File: src/hdl/kfli_pkg.sv
// shared types and constants of the keyframe linear motion interpolator
package kfli_pkg;

    // field widths
    localparam int TICK_W    = 32;
    localparam int POS_W     = 16;
    localparam int DIFF_W    = POS_W + 1;
    localparam int PROD_W    = 48;
    localparam int DIV_CNT_W = 6;
    localparam int ACT_W     = 2;
    localparam int CFG_IDX_W = 2;
    localparam int CFG_W     = 16;

    // action codes of an input word
    localparam logic [ACT_W-1:0] ACT_CLEAR = 2'd0;
    localparam logic [ACT_W-1:0] ACT_LOAD  = 2'd1;
    localparam logic [ACT_W-1:0] ACT_QUERY = 2'd2;

    // configuration register indexes
    localparam logic [CFG_IDX_W-1:0] CFG_START_X = 2'd0;
    localparam logic [CFG_IDX_W-1:0] CFG_START_Y = 2'd1;

    // result status codes
    localparam logic STS_OK   = 1'b0;
    localparam logic STS_FULL = 1'b1;

    // one keyframe as stored in the table memory
    typedef struct packed {
        logic [TICK_W-1:0]       start;
        logic [TICK_W-1:0]       dur;
        logic signed [POS_W-1:0] tx;
        logic signed [POS_W-1:0] ty;
    } t_key;

    // controller states
    typedef enum logic [3:0] {
        ST_IDLE,
        ST_DISPATCH,
        ST_LD_RD,
        ST_LD_CMP,
        ST_Q_RD,
        ST_Q_CHK,
        ST_Q_MUL,
        ST_Q_DIV,
        ST_Q_WAIT,
        ST_OUT,
        ST_OUT_FULL,
        ST_OUT_POS
    } t_state;

    // commands from controller to datapath
    typedef struct packed {
        logic capture;
        logic clear_count;
        logic ld_init;
        logic qry_init;
        logic rd_prev;
        logic rd_cur;
        logic wr_shift;
        logic wr_new;
        logic snap;
        logic diff_load;
        logic mul_load;
        logic div_start;
        logic lerp_load;
        logic out_load;
        logic out_full;
        logic out_pos;
    } t_cmd;

    // status from datapath to controller
    typedef struct packed {
        logic [ACT_W-1:0] act;
        logic             full;
        logic             idx_zero;
        logic             idx_end;
        logic             key_gt;
        logic             key_late;
        logic             key_snap;
        logic             div_done;
    } t_sts;

endpackage

File: src/hdl/kfli_ctrl.sv
// controller: sequences clear, sorted insert and query walk
module kfli_ctrl (
    input  logic            i_clk,
    input  logic            i_rst_n,
    input  logic            i_in_valid,
    output logic            o_in_ready,
    output logic            o_out_valid,
    input  logic            i_out_ready,
    input  kfli_pkg::t_sts  i_sts,
    output kfli_pkg::t_cmd  o_cmd
);

    kfli_pkg::t_state r_state;
    kfli_pkg::t_state n_state;
    logic             r_out_valid;
    logic             w_slot_free;

    // output register can take a new word
    assign w_slot_free = !r_out_valid || i_out_ready;

    // state register
    always_ff @(posedge i_clk) begin
        if (!i_rst_n) begin
            r_state <= kfli_pkg::ST_IDLE;
        end else begin
            r_state <= n_state;
        end
    end

    // output word valid
    always_ff @(posedge i_clk) begin
        if (!i_rst_n) begin
            r_out_valid <= 1'b0;
        end else if (o_cmd.out_load) begin
            r_out_valid <= 1'b1;
        end else if (i_out_ready) begin
            r_out_valid <= 1'b0;
        end
    end

    // next state and commands
    always_comb begin
        n_state    = r_state;
        o_cmd      = '0;
        o_in_ready = 1'b0;
        unique case (r_state)
            kfli_pkg::ST_IDLE: begin
                o_in_ready = 1'b1;
                if (i_in_valid) begin
                    o_cmd.capture = 1'b1;
                    n_state       = kfli_pkg::ST_DISPATCH;
                end
            end
            kfli_pkg::ST_DISPATCH: begin
                unique case (i_sts.act)
                    kfli_pkg::ACT_CLEAR: begin
                        o_cmd.clear_count = 1'b1;
                        n_state           = kfli_pkg::ST_OUT;
                    end
                    kfli_pkg::ACT_LOAD: begin
                        if (i_sts.full) begin
                            n_state = kfli_pkg::ST_OUT_FULL;
                        end else begin
                            o_cmd.ld_init = 1'b1;
                            n_state       = kfli_pkg::ST_LD_RD;
                        end
                    end
                    kfli_pkg::ACT_QUERY: begin
                        o_cmd.qry_init = 1'b1;
                        n_state        = kfli_pkg::ST_Q_RD;
                    end
                    default: begin
                        n_state = kfli_pkg::ST_OUT;
                    end
                endcase
            end
            // sorted insert: move later keyframes up one slot
            kfli_pkg::ST_LD_RD: begin
                if (i_sts.idx_zero) begin
                    o_cmd.wr_new = 1'b1;
                    n_state      = kfli_pkg::ST_OUT;
                end else begin
                    o_cmd.rd_prev = 1'b1;
                    n_state       = kfli_pkg::ST_LD_CMP;
                end
            end
            kfli_pkg::ST_LD_CMP: begin
                if (i_sts.key_gt) begin
                    o_cmd.wr_shift = 1'b1;
                    n_state        = kfli_pkg::ST_LD_RD;
                end else begin
                    o_cmd.wr_new = 1'b1;
                    n_state      = kfli_pkg::ST_OUT;
                end
            end
            // query walk over keyframes in start order
            kfli_pkg::ST_Q_RD: begin
                if (i_sts.idx_end) begin
                    n_state = kfli_pkg::ST_OUT_POS;
                end else begin
                    o_cmd.rd_cur = 1'b1;
                    n_state      = kfli_pkg::ST_Q_CHK;
                end
            end
            kfli_pkg::ST_Q_CHK: begin
                if (i_sts.key_late) begin
                    n_state = kfli_pkg::ST_OUT_POS;
                end else if (i_sts.key_snap) begin
                    o_cmd.snap = 1'b1;
                    n_state    = kfli_pkg::ST_Q_RD;
                end else begin
                    o_cmd.diff_load = 1'b1;
                    n_state         = kfli_pkg::ST_Q_MUL;
                end
            end
            kfli_pkg::ST_Q_MUL: begin
                o_cmd.mul_load = 1'b1;
                n_state        = kfli_pkg::ST_Q_DIV;
            end
            kfli_pkg::ST_Q_DIV: begin
                o_cmd.div_start = 1'b1;
                n_state         = kfli_pkg::ST_Q_WAIT;
            end
            kfli_pkg::ST_Q_WAIT: begin
                if (i_sts.div_done) begin
                    o_cmd.lerp_load = 1'b1;
                    n_state         = kfli_pkg::ST_Q_RD;
                end
            end
            // hand the result word to the output register
            kfli_pkg::ST_OUT: begin
                if (w_slot_free) begin
                    o_cmd.out_load = 1'b1;
                    n_state        = kfli_pkg::ST_IDLE;
                end
            end
            kfli_pkg::ST_OUT_FULL: begin
                if (w_slot_free) begin
                    o_cmd.out_load = 1'b1;
                    o_cmd.out_full = 1'b1;
                    n_state        = kfli_pkg::ST_IDLE;
                end
            end
            kfli_pkg::ST_OUT_POS: begin
                if (w_slot_free) begin
                    o_cmd.out_load = 1'b1;
                    o_cmd.out_pos  = 1'b1;
                    n_state        = kfli_pkg::ST_IDLE;
                end
            end
            default: begin
                n_state = kfli_pkg::ST_IDLE;
            end
        endcase
    end

    assign o_out_valid = r_out_valid;

endmodule

File: config.mk
export PLATFORM = sky130hd
export DESIGN_NAME = kfli_ctrl
export DESIGN_NICKNAME = d
export VERILOG_FILES = /design/src/hdl/kfli_pkg.sv /design/src/hdl/kfli_ctrl.sv
export SDC_FILE = /design/constraint.sdc
export NUM_CORES = 1
export LEC_CHECK = 0
export ABC_AREA = 1
export BUFFER_PORTS_ARGS = -buffer_cell sky130_fd_sc_hd__buf_2
export CORE_UTILIZATION = 46
export CTS_BUF_LIST = sky130_fd_sc_hd__clkbuf_8
export CTS_CLUSTER_SIZE = 14
export DETAILED_ROUTE_END_ITERATION = 8
export PLACE_DENSITY = 0.8
export SLEW_MARGIN = 20
export SYNTH_ARGS = -nofsm -noshare
export SYNTH_HDL_FRONTEND = slang
export SYNTH_SLANG_ARGS = --single-unit
File: constraint.sdc
create_clock -name i_clk -period 1.6 [get_ports i_clk]
set_input_delay 0.24 -clock i_clk [delete_from_list [all_inputs] [get_ports i_clk]]
set_output_delay 0.24 -clock i_clk [all_outputs]
set_load 0.005 [all_outputs]
== Word level (Yosys, flattened, before mapping) ==
Cells that the tools add are included.
Storage, ports and cells
  output and inout port bits: 18
  bits in latches: 0
  bits in writable memories: 0
  register bits: 5
  memories kept: 0
  ROM bits: 0
  input bits: 13
  logic and storage cells: 69
Operators by class
  multipliers: 0
  divide/modulo/power cells: 0
  reductions and logical operators: 8
  equal/unequal tests: 16
  bitwise operators: 0
  $lt $le $gt $ge: 0
  muxes and demuxes: 43
  add/subtract/negate cells: 0
  shift operators: 0
Operator list (number)
  case mux 4 bit (10 select lines): 1
  two-way mux 4 bit: 8
  two-way mux 1 bit: 26
  equality test 4 x 3 -> 1 bit (second input constant): 4
  equality test 4 bit (second input constant): 4
  equality test 4 x 2 -> 1 bit (second input constant): 2
  two-way mux 2 bit: 4
  case mux 4 bit (2 select lines): 1
  equality test 4 x 1 -> 1 bit (second input constant): 1
  logical NOT 4 bit: 1
  != test 2 bit (second input constant): 2
  case mux 1 bit (2 select lines): 2
  two-way mux 3 bit: 1
  AND reduction 3 bit: 1
  OR reduction 3 bit: 1
  equality test 2 x 1 -> 1 bit (second input constant): 1
  equality test 2 bit (second input constant): 1
  logical NOT 2 bit: 1
  != test 2 x 1 -> 1 bit (second input constant): 1
  nonzero test 2 bit: 1
  OR reduction 2 bit: 1
  logical NOT 1 bit: 1
  logical OR 1 bit: 1

== Logic depth before layout (Yosys ltp) ==
Gate-level depths: netlist of run 1.
  depth after elaboration: 5
  depth in mapped cells: 9
  mapped depth without buffers: 9

== Worst setup path after synthesis of run 1 ==
OpenSTA, ideal clock, no wires.
  path type: register to output
  start point: register r_state[3]
  end point: output port o_cmd[1] (netlist name)
  path buffers: 0
  required time: 1.360 ns
  cell stages (with the launch flop): 5
  path slack: 0.440 ns
  arrival: 0.920 ns
  path through: dfxtp_1 > inv_2 > nor2_1 > o21ai_0 > nor3_1
RTL lines
  start, declared: RTL line kfli_ctrl.sv:13  | kfli_pkg::t_state r_state;
  start signal, assigned: RTL line kfli_ctrl.sv:24  | r_state <= kfli_pkg::ST_IDLE;
  start signal, assigned: RTL line kfli_ctrl.sv:26  | r_state <= n_state;
  end, declared: RTL line kfli_ctrl.sv:10  | output kfli_pkg::t_cmd o_cmd

==> results of run 1 <==
-- critical path: stages, from the launching register on --
cell	delay [ns]
dfxtp_1	0.45
inv_2	0.07
nor2_2	0.22
nand2_2	0.10
nor2_1	0.09
buf_2	0.11
-- logic make-up after synthesis --
kind of cell    Yosys count  share of synthesized area
simple gates             70                      0.512
buf+inv                  29                      0.180
compound gates            6                     0.0599
flops                     5                      0.165
fa+ha+maj                 4                     0.0826
-- worst paths after layout --
path / start / end
setup / recovery: r_state[0] / o_cmd[14]
hold reg to reg: r_state[0] / r_state[0]
setup reg to reg: r_state[1] / r_state[1]
hold / removal: i_rst_n / r_state[3]
-- layer usage --
layer | vias to the layer above | part of all wire | global-route usage
met5 | - | 0 | 0
met4 | 0 | 0 | 0
met3 | 0 | 0.073 | 0.0523
met2 | 31 | 0.48 | 0.424
met1 | 322 | 0.45 | 0.282
li1 | 412 | - | -
-- per-stage QoR --
step | power, W | area, µm² | instances | setup WS [ns]
5_1_grt | 0.00117 | 826 | 162 | 0.0194
4_1_cts | 0.00107 | 818 | 162 | 0.0302
3_3_place_gp | 0.000820 | 773 | 158 | 0.304
3_5_place_dp | 0.000833 | 773 | 158 | 0.265
6_report | 0.00108 | 826 | 162 | 0.0990
2_1_floorplan | 0.000660 | 606 | 114 | 0.440
-- what timing repair did --
action	4_1_cts	5_1_grt
setup endpoints to repair	1	3
pin swaps	0	0
gates resized for setup	1	3
endpoints found under the hold margin	0	0
cloned	0	0
-- synthesized netlist by cell type --
library cell / number / area share
dfxtp_1: 5 / 0.17
nor2_4: 1 / 0.019
nand3b_1: 2 / 0.025
o21ai_1: 1 / 0.0083
inv_2: 6 / 0.037
o21a_1: 1 / 0.012
inv_1: 22 / 0.14
nand2_2: 1 / 0.010
nand3_1: 11 / 0.091
nor3_1: 2 / 0.017
a21oi_2: 1 / 0.014
nand3_2: 1 / 0.017
nor2_2: 3 / 0.031
ha_1: 4 / 0.083
nor2_1: 20 / 0.12
nand2_1: 29 / 0.18
o21ai_0: 3 / 0.025
clkinv_1: 1 / 0.0062
-- sequential cells by signal, indices dropped and copies added (netlist names) --
name,flops
r_state,4
o_out_valid,1
-- report_power, final --
group          switching, W  leakage (nW)  internal, W
clock network     0.0000575        0.0269     0.000164
logic              0.000393         0.501     0.000230
registers         0.0000668        0.0413     0.000167
total              0.000517         0.569     0.000561
-- layout make-up --
cell class | instances | area [µm²]
Timing Repair Buffer | 30 | 150
Multi-Input combinational cell | 80 | 403
Fill cell | 113 | 345
Inverter | 29 | 109
Clock buffer | 3 | 41.3
Sequential cell | 5 | 101
Tap cell | 14 | 17.5
Clock inverter | 1 | 3.75
==> results.tsv, run 1 <==
stage	metric	value	unit
power	PD cells	1310	nW/µm²
timing	slew margin rel.	0.798	
job	max capacitance violation total	0	
timing	Hold Slack	0.222	ns
detailed_routing	final antenna-violating net count	0	
worst_setup_path	crit path launch type	flip-flop	
detailed_routing	vias	765	
die	Die Span Y	38.3	µm
worst_setup_path	R2R depth	8	
finish	# nets final	166	
global_routing	total global routing overflow	0	
timing	worst slew pin tran	0.303	ns
yosys	Cell variety after synth	18	
die	die area	1470	µm²
global_routing	largest net degree at the start of global routing	11	
power	Max IR drop VDD	924	µV
yosys	Synth Register Bits	5	
finish	most common cell after layout, fill and taps aside	buf_2	
clocking	CTS Buf Count	3	
detailed_routing	iteration-0 DRC count of the detailed router	16	
global_routing	number of global-route vias before repair	604	
worst_setup_path	CP Data Required Time	1.36	ns
finish	share of post-route cells with drive strength above 1	0.331	
timing	count of final hold-check violations	0	
place	dpl hpwl	1.20	mm
worst_setup_path	worst-path fanout max	7	
place	Placer Congestion	0.875	
finish	P&R area growth vs syn	36.4	%
detailed_routing	Pre-antenna DRT Iters	4	
yosys	sequential-to-total area share from yosys stat	0.165	
die	Die X	38.3	µm
timing	setup_tns	0	ns
clocking	clock-pin slew on the worst setup and hold paths	0.03	ns
detailed_routing	Via density	4.72	
yosys	synthesized net count	131	
worst_setup_path	Worst Path Arrival	1.26	ns
worst_hold_path	Hold Path Depth	3	
clocking	Longest Clk Path Bufs	2	
clocking	CTS tree	done	
clocking	H-tree Lvls	1	
clocking	latest clock arrival within the worst-skew pair	0.22	ns
timing	Setup Skew	0.000951	ns
yosys	cell area after synthesis	606	µm²
detailed_routing	Post-route DRC	0	
worst_hold_path	class of the worst hold path	in2reg	
timing	min Tclk post-route	1.50	ns
timing	RSZ-0062 raised after global routing	false	
finish	diode count	0	
die	core area	1170	µm²
detailed_routing	drt total wl	1.54	mm
timing	Final setup viols	0	
global_routing	first-pass GRT wire length	2.37	mm
worst_setup_path	Crit Path Category	reg2out	
yosys	Syn Inst Count	114	
outcome	run status	complete, no violations	
die	Ports	31	
yosys	syn_area_per_cell	5.31	µm²
global_routing	GRT Overall Usage	0.229	
global_routing	initial antenna violation count	0	
die	initial core utilization	0.517	
clocking	clk root buf	clkbuf_8	
finish	utilization after layout	0.705	
worst_setup_path	reg-to-reg slack, setup	0.29	ns
finish	commonest non-fill, non-tap cells in the layout	30 x buf_2, 29 x nand2_1, 23 x inv_1, 19 x nor2_1, 11 x nand3_1	
clocking	CTS Sinks	5	
place	IO buf count	30	
die	row count	12	
timing	Fmax	0.666	GHz
clocking	CTS hold repair buffers	0	
timing	Slew Viols, Final	0	
worst_setup_path	Crit. End Element	primary output	
yosys	Synthesis Warnings	0	
clocking	postcts setup bufs	0	
detailed_routing	wire per inst	9.50	µm
power	Leak Pwr	0.569	nW
timing	fin crit share	0.938	
(Power assumes the default switching activity.)
==> inputs of run 2 (changes only) <==
Settings changed: CORE_UTILIZATION 46 to 44, CTS_BUF_LIST sky130_fd_sc_hd__clkbuf_8 to sky130_fd_sc_hd__clkbuf_8 sky130_fd_sc_hd__clkbuf_16, GPL_TIMING_DRIVEN set to 0, PLACE_DENSITY 0.8 to 0.77.
==> results.tsv, run 2 (synthesized netlist as in run 1, its figures left out) <==
stage	metric	value	unit	change
worst_setup_path	Worst Path Arrival	1.24	ns	-0.02 ns
clocking	postcts setup bufs	0		unchanged
worst_setup_path	reg2reg start	r_state[1]		
detailed_routing	Post-route DRC	0		unchanged
power	sequential fraction of design power	0.214		-0.003
global_routing	met1 Use GR	0.244		-0.0376
global_routing	number of global-route vias before repair	617		+2.2%
worst_hold_path	Hold Path Depth	3		unchanged
power	Psw	0.000511	W	-1.3%
die	Die Span Y	39.1	µm	+2.1%
worst_hold_path	class of the worst hold path	in2reg		
place	Placer Congestion	0.841		-3.8%
timing	slew margin rel.	0.798		about the same
finish	max FFs per register	4		unchanged
finish	most common cell after layout, fill and taps aside	buf_2		
clocking	CTS tree	done		
worst_setup_path	worst-path cell chain	inv_2 > nor2_2 > nand2_2 > nor2_1 > buf_2		
worst_setup_path	CP Data Required Time	1.36	ns	about the same
timing	worst slew pin tran	0.303	ns	-0.000337 ns
global_routing	initial antenna violation count	0		unchanged
die	Ports	31		unchanged
finish	# nets final	166		unchanged
detailed_routing	wire per inst	9.12	µm	-4.0%
timing	Final setup viols	0		unchanged
clocking	CTS Sinks	5		unchanged
clocking	clk root buf	clkbuf_8		
power	PD cells	1300	nW/µm²	-0.25%
timing	Hold Slack	0.217	ns	-0.00551 ns
worst_setup_path	Crit Path Category	reg2out		
global_routing	most used routing layer	met2		
die	row count	13		+1
worst_setup_path	crit path launch type	flip-flop		
finish	diode count	0		unchanged
finish	# fillers	146		+29%
finish	largest register by flop count	r_state		
worst_setup_path	worst-path fanout max	7		unchanged
place	IO buf count	30		unchanged
worst_hold_path	worst hold start	i_rst_n		
power	Logic pwr share	0.570		-0.008
power	Total Power	0.00107	W	-0.85%
global_routing	total global routing overflow	0		unchanged
global_routing	met2 usage in global routing	0.413		-0.0112
power	cell-internal power	0.000559	W	-0.44%
power	Max IR drop VDD	878	µV	-4.9%
worst_setup_path	CP max stage delay	0.45	ns	about the same
global_routing	largest net degree at the start of global routing	11		unchanged
clocking	CTS Buf Count	3		unchanged
die	initial core utilization	0.471		-0.0458
die	die area	1530	µm²	+4.3%
timing	Setup Skew	0.000690	ns	-0.000261 ns
timing	setup_tns	0	ns	unchanged
worst_setup_path	Crit path depth	5		unchanged
die	core area	1280	µm²	+9.7%
detailed_routing	Via density	4.64		-1.7%
timing	fin crit share	0.925		-0.0127
clocking	clock-pin slew on the worst setup and hold paths	0.04	ns	about the same
global_routing	first-pass GRT wire length	2.32	mm	-2.0%
worst_setup_path	R2R depth	8		unchanged
die	Die X	39.1	µm	+2.1%
worst_setup_path	Bufs and invs on worst path	2		unchanged
place	dpl hpwl	1.27	mm	+5.5%
timing	Fmax	0.675	GHz	+1.4%
power	switching share of power	0.478		-0.00213
finish	P&R area growth vs syn	35.5	%	
detailed_routing	drt total wl	1.49	mm	-3.4%
detailed_routing	vias	757		-1.0%
global_routing	M3 GR Usage	0.0462		-0.00608
clocking	H-tree Lvls	1		unchanged
clocking	Longest Clk Path Bufs	2		unchanged
finish	share of post-route cells with drive strength above 1	0.318		-0.0135
power	Leak Pwr	0.569	nW	about the same
global_routing	GRT Overall Usage	0.224		-0.00508
finish	commonest non-fill, non-tap cells in the layout	30 x buf_2, 29 x nand2_1, 23 x inv_1, 20 x nor2_1, 11 x nand3_1		
timing	count of final hold-check violations	0		unchanged
detailed_routing	final antenna-violating net count	0		unchanged
timing	min Tclk post-route	1.48	ns	-0.0203 ns
worst_setup_path	Slowest-stage cell, CP	dfxtp_1		
worst_setup_path	crit path from	r_state[0]		
worst_setup_path	Crit. End Element	primary output		
power	clock network power share	0.216		+0.011
timing	Slew Viols, Final	0		unchanged
detailed_routing	iteration-0 DRC count of the detailed router	13		-3
clocking	latest clock arrival within the worst-skew pair	0.22	ns	about the same
worst_setup_path	largest delay contributor family on the critical path	flip-flops		
job	max capacitance violation total	0		unchanged
detailed_routing	Pre-antenna DRT Iters	4		unchanged
timing	RSZ-0062 raised after global routing	false		
outcome	run status	complete, no violations		
run 2: layout make-up:
| cell class | count | area [µm²] | area share |
|---|---|---|---|
| repair buffers | 30 | 150 | 0.183 |
| clock inverters | 1 | 3.75 | 0.00457 |
| flip-flops and latches | 5 | 101 | 0.123 |
| clock buffers | 3 | 41.3 | 0.0503 |
| well taps | 15 | 18.8 | 0.0229 |
| multi-input cells | 80 | 397 | 0.483 |
| inverters | 29 | 109 | 0.133 |
run 2: tightest hold or removal path, delay by kind of cell:
kind,cells,cell delay (ns)
simple gates,1,0.05
buf+inv,2,0.13
run 2: path summary, 6_finish.rpt:
check                             endpoint  slack [ns]
worst min-delay path            r_state[3]        0.22
worst max register to register  r_state[1]        0.29
worst min register to register  r_state[0]        0.58
worst max-delay path             o_cmd[14]        0.12
run 2: power by group through the flow:
stage          clock, W  sequential [W]  combinational [W]
2_1_floorplan         0        0.000221           0.000439
5_1_grt        0.000246        0.000235           0.000698
3_5_place_dp          0        0.000229           0.000608
3_3_place_gp          0        0.000228           0.000595
4_1_cts        0.000237        0.000227           0.000611
6_report       0.000231        0.000229           0.000609
run 2: per-stage QoR:
| step | setup slack, ns | util | area (µm²) | std cells |
|---|---|---|---|---|
| finish | 0.119 | 0.639 | 821 | 163 |
| global route | 0.00703 | 0.639 | 821 | 163 |
| CTS | 0.0145 | 0.638 | 820 | 163 |
| detailed placement | 0.258 | 0.603 | 774 | 159 |
| global placement | 0.273 | 0.603 | 774 | 159 |
| floorplan | 0.440 | - | 606 | 114 |
run 2: metal layers:
layer / vias up / share of wire
met4: 0 / 0.015
met2: 24 / 0.47
met1: 317 / 0.46
met3: 2 / 0.055
met5: - / 0
li1: 414 / -
run 2: timing repair:
item,in CTS,in global routing
gates resized for setup,0,2
hold buffers,0,0
endpoints found under the setup margin,0,3
==> inputs of run 3 (changes only) <==
Settings changed: CORE_AREA set to 2 2 39 41, CORE_UTILIZATION 44 to not set, DIE_AREA set to 0 0 41 43, PLACE_DENSITY 0.77 to 0.79.
Clock period 1.6 ns to 1.75 ns, I/O delays scaled along.
==> results.tsv, run 3 (synthesized netlist as in run 1, its figures left out) <==
stage	metric	value	unit	change
power	Leak Pwr	0.568	nW	about the same
timing	slew margin rel.	0.737		-0.0606
die	core area	1380	µm²	+7.7%
finish	Design Area, Final	821	µm²	unchanged
detailed_routing	wire per inst	8.67	µm	-5.0%
timing	min Tclk post-route	1.66	ns	
place	Post-Place Cells	160		+0.63%
place	placed cell areas	776	µm²	+0.16%
worst_hold_path	Hold Crit Endpoint	r_state[3]		
place	dpl hpwl	1.22	mm	-3.5%
worst_hold_path	worst hold start	i_rst_n		
timing	fin crit share	0.950		
clocking	latest clock arrival within the worst-skew pair	0.22	ns	about the same
clocking	postcts setup bufs	0		unchanged
global_routing	first-pass GRT wire length	2.10	mm	-9.5%
finish	# nets final	166		unchanged
timing	count of final hold-check violations	0		unchanged
worst_setup_path	Worst R2R End	r_state[1]		
worst_hold_path	Hold Path Depth	3		unchanged
job	max capacitance violation total	0		unchanged
global_routing	largest net degree at the start of global routing	11		unchanged
global_routing	total global routing overflow	0		unchanged
clocking	CTS tree	done		
power	PD cells	1180	nW/µm²	-9.1%
clocking	CTS Buf Count	3		unchanged
power	Logic pwr share	0.574		+0.004
clocking	post-CTS sizing	0		unchanged
worst_setup_path	Crit Path Category	reg2out		
worst_setup_path	Crit. End Element	primary output		
timing	Fmax	0.602	GHz	
clocking	CTS Sinks	5		unchanged
die	die area	1760	µm²	+15%
detailed_routing	drt total wl	1.42	mm	-4.4%
die	Die Span Y	43	µm	+10%
die	initial core utilization	0.438		-0.0337
worst_setup_path	reg2reg start	r_state[1]		
detailed_routing	iteration-0 DRC count of the detailed router	4		-9
global_routing	GRT Overall Usage	0.176		-0.0478
place	Placer Congestion	0.851		+1.2%
power	Psw	0.000465	W	-9.0%
finish	most common cell after layout, fill and taps aside	buf_2		
finish	P&R area growth vs syn	35.5	%	unchanged
die	Ports	31		unchanged
worst_setup_path	CP Data Required Time	1.49	ns	+0.13 ns
finish	diode count	0		unchanged
timing	worst slew pin tran	0.390	ns	+0.0871 ns
die	Die X	41	µm	+4.9%
timing	setup_tns	0	ns	unchanged
power	clock network power share	0.213		-0.003
power	switching share of power	0.478		+0.000866
detailed_routing	Pre-antenna DRT Iters	4		unchanged
place	DP Worst Slack	0.325	ns	+0.0675 ns
clocking	Longest Clk Path Bufs	2		unchanged
detailed_routing	final antenna-violating net count	0		unchanged
clocking	CTS hold repair buffers	0		unchanged
finish	commonest non-fill, non-tap cells in the layout	30 x buf_2, 29 x nand2_1, 23 x inv_1, 20 x nor2_1, 11 x nand3_1		
power	cell-internal power	0.000507	W	-9.3%
finish	share of post-route cells with drive strength above 1	0.311		-0.00676
finish	largest register by flop count	r_state		
power	Total Power	0.000972	W	-9.1%
worst_setup_path	worst-path fanout max	4		-3
finish	Non-Filler Instances	164		+0.61%
global_routing	number of global-route vias before repair	573		-7.1%
power	Max IR drop VDD	802	µV	-8.7%
worst_setup_path	crit path launch type	flip-flop		
timing	Slew Viols, Final	0		unchanged
outcome	run status	complete, no violations		
timing	Final setup viols	0		unchanged
worst_setup_path	Worst Path Arrival	1.40	ns	+0.16 ns
timing	RSZ-0062 raised after global routing	false		
global_routing	initial antenna violation count	0		unchanged
detailed_routing	Via density	4.53		-2.4%
timing	Setup Skew	0.000131	ns	-0.000559 ns
power	sequential fraction of design power	0.213		about the same
worst_hold_path	class of the worst hold path	in2reg		
worst_setup_path	reg-to-reg slack, setup	0.43	ns	+0.14 ns
clocking	H-tree Lvls	1		unchanged
clocking	clk root buf	clkbuf_8		
timing	fin worst setup slack	0.0877	ns	-0.0316 ns
place	IO buf count	30		unchanged
detailed_routing	vias	743		-1.8%
finish	max FFs per register	4		unchanged
die	row count	14		+1
worst_setup_path	R2R depth	8		unchanged
detailed_routing	Post-route DRC	0		unchanged
clocking	clock-pin slew on the worst setup and hold paths	0.03	ns	about the same
## run 3: layout make-up
class / count / area [µm²]
Clock buffer: 3 / 41.3
Clock inverter: 1 / 3.75
Fill cell: 147 / 563
Inverter: 29 / 109
Multi-Input combinational cell: 80 / 397
Sequential cell: 5 / 100
Tap cell: 16 / 20.0
Timing Repair Buffer: 30 / 150
## run 3: per-layer routing
layer  global-route usage  part of all wire
met1                0.184              0.43
met2                0.303              0.51
met3               0.0314             0.044
met4                0.100             0.017
met5                    0                 0
## run 3: through the flow
| step | hold slack [ns] | utilization |
|---|---|---|
| CTS | 0.239 | 0.593 |
| floorplan | 0.360 | - |
| global placement | 0.457 | 0.561 |
| global route | 0.254 | 0.593 |
| detailed placement | 0.469 | 0.561 |
| finish | 0.240 | 0.593 |
## run 3: worst max-delay path, cell delays in order, from the launching register on
cell and delay (ns):
dfxtp_1 0.43, inv_2 0.07, nor2_1 0.17, o21ai_0 0.20
nor3_1 0.17, buf_2 0.14
## run 3: power by group through the flow
stage / clock [W] / combinational, W / sequential, W
2_1_floorplan: 0 / 0.000401 / 0.000202
3_3_place_gp: 0 / 0.000545 / 0.000207
3_5_place_dp: 0 / 0.000556 / 0.000209
4_1_cts: 0.000214 / 0.000558 / 0.000207
5_1_grt: 0.000223 / 0.000630 / 0.000214
6_report: 0.000207 / 0.000558 / 0.000207
## run 3: how the worst max path moves through the flow
stage,startpoint,endpoint,depth (start not counted)
finish,r_state[3],o_cmd[1],5
global route,r_state[3],o_cmd[1],5
CTS,r_state[3],o_cmd[1],5
detailed placement,r_state[3],o_cmd[1],5
global placement,r_state[3],o_cmd[1],5
floorplan,r_state[3],o_cmd[1],4
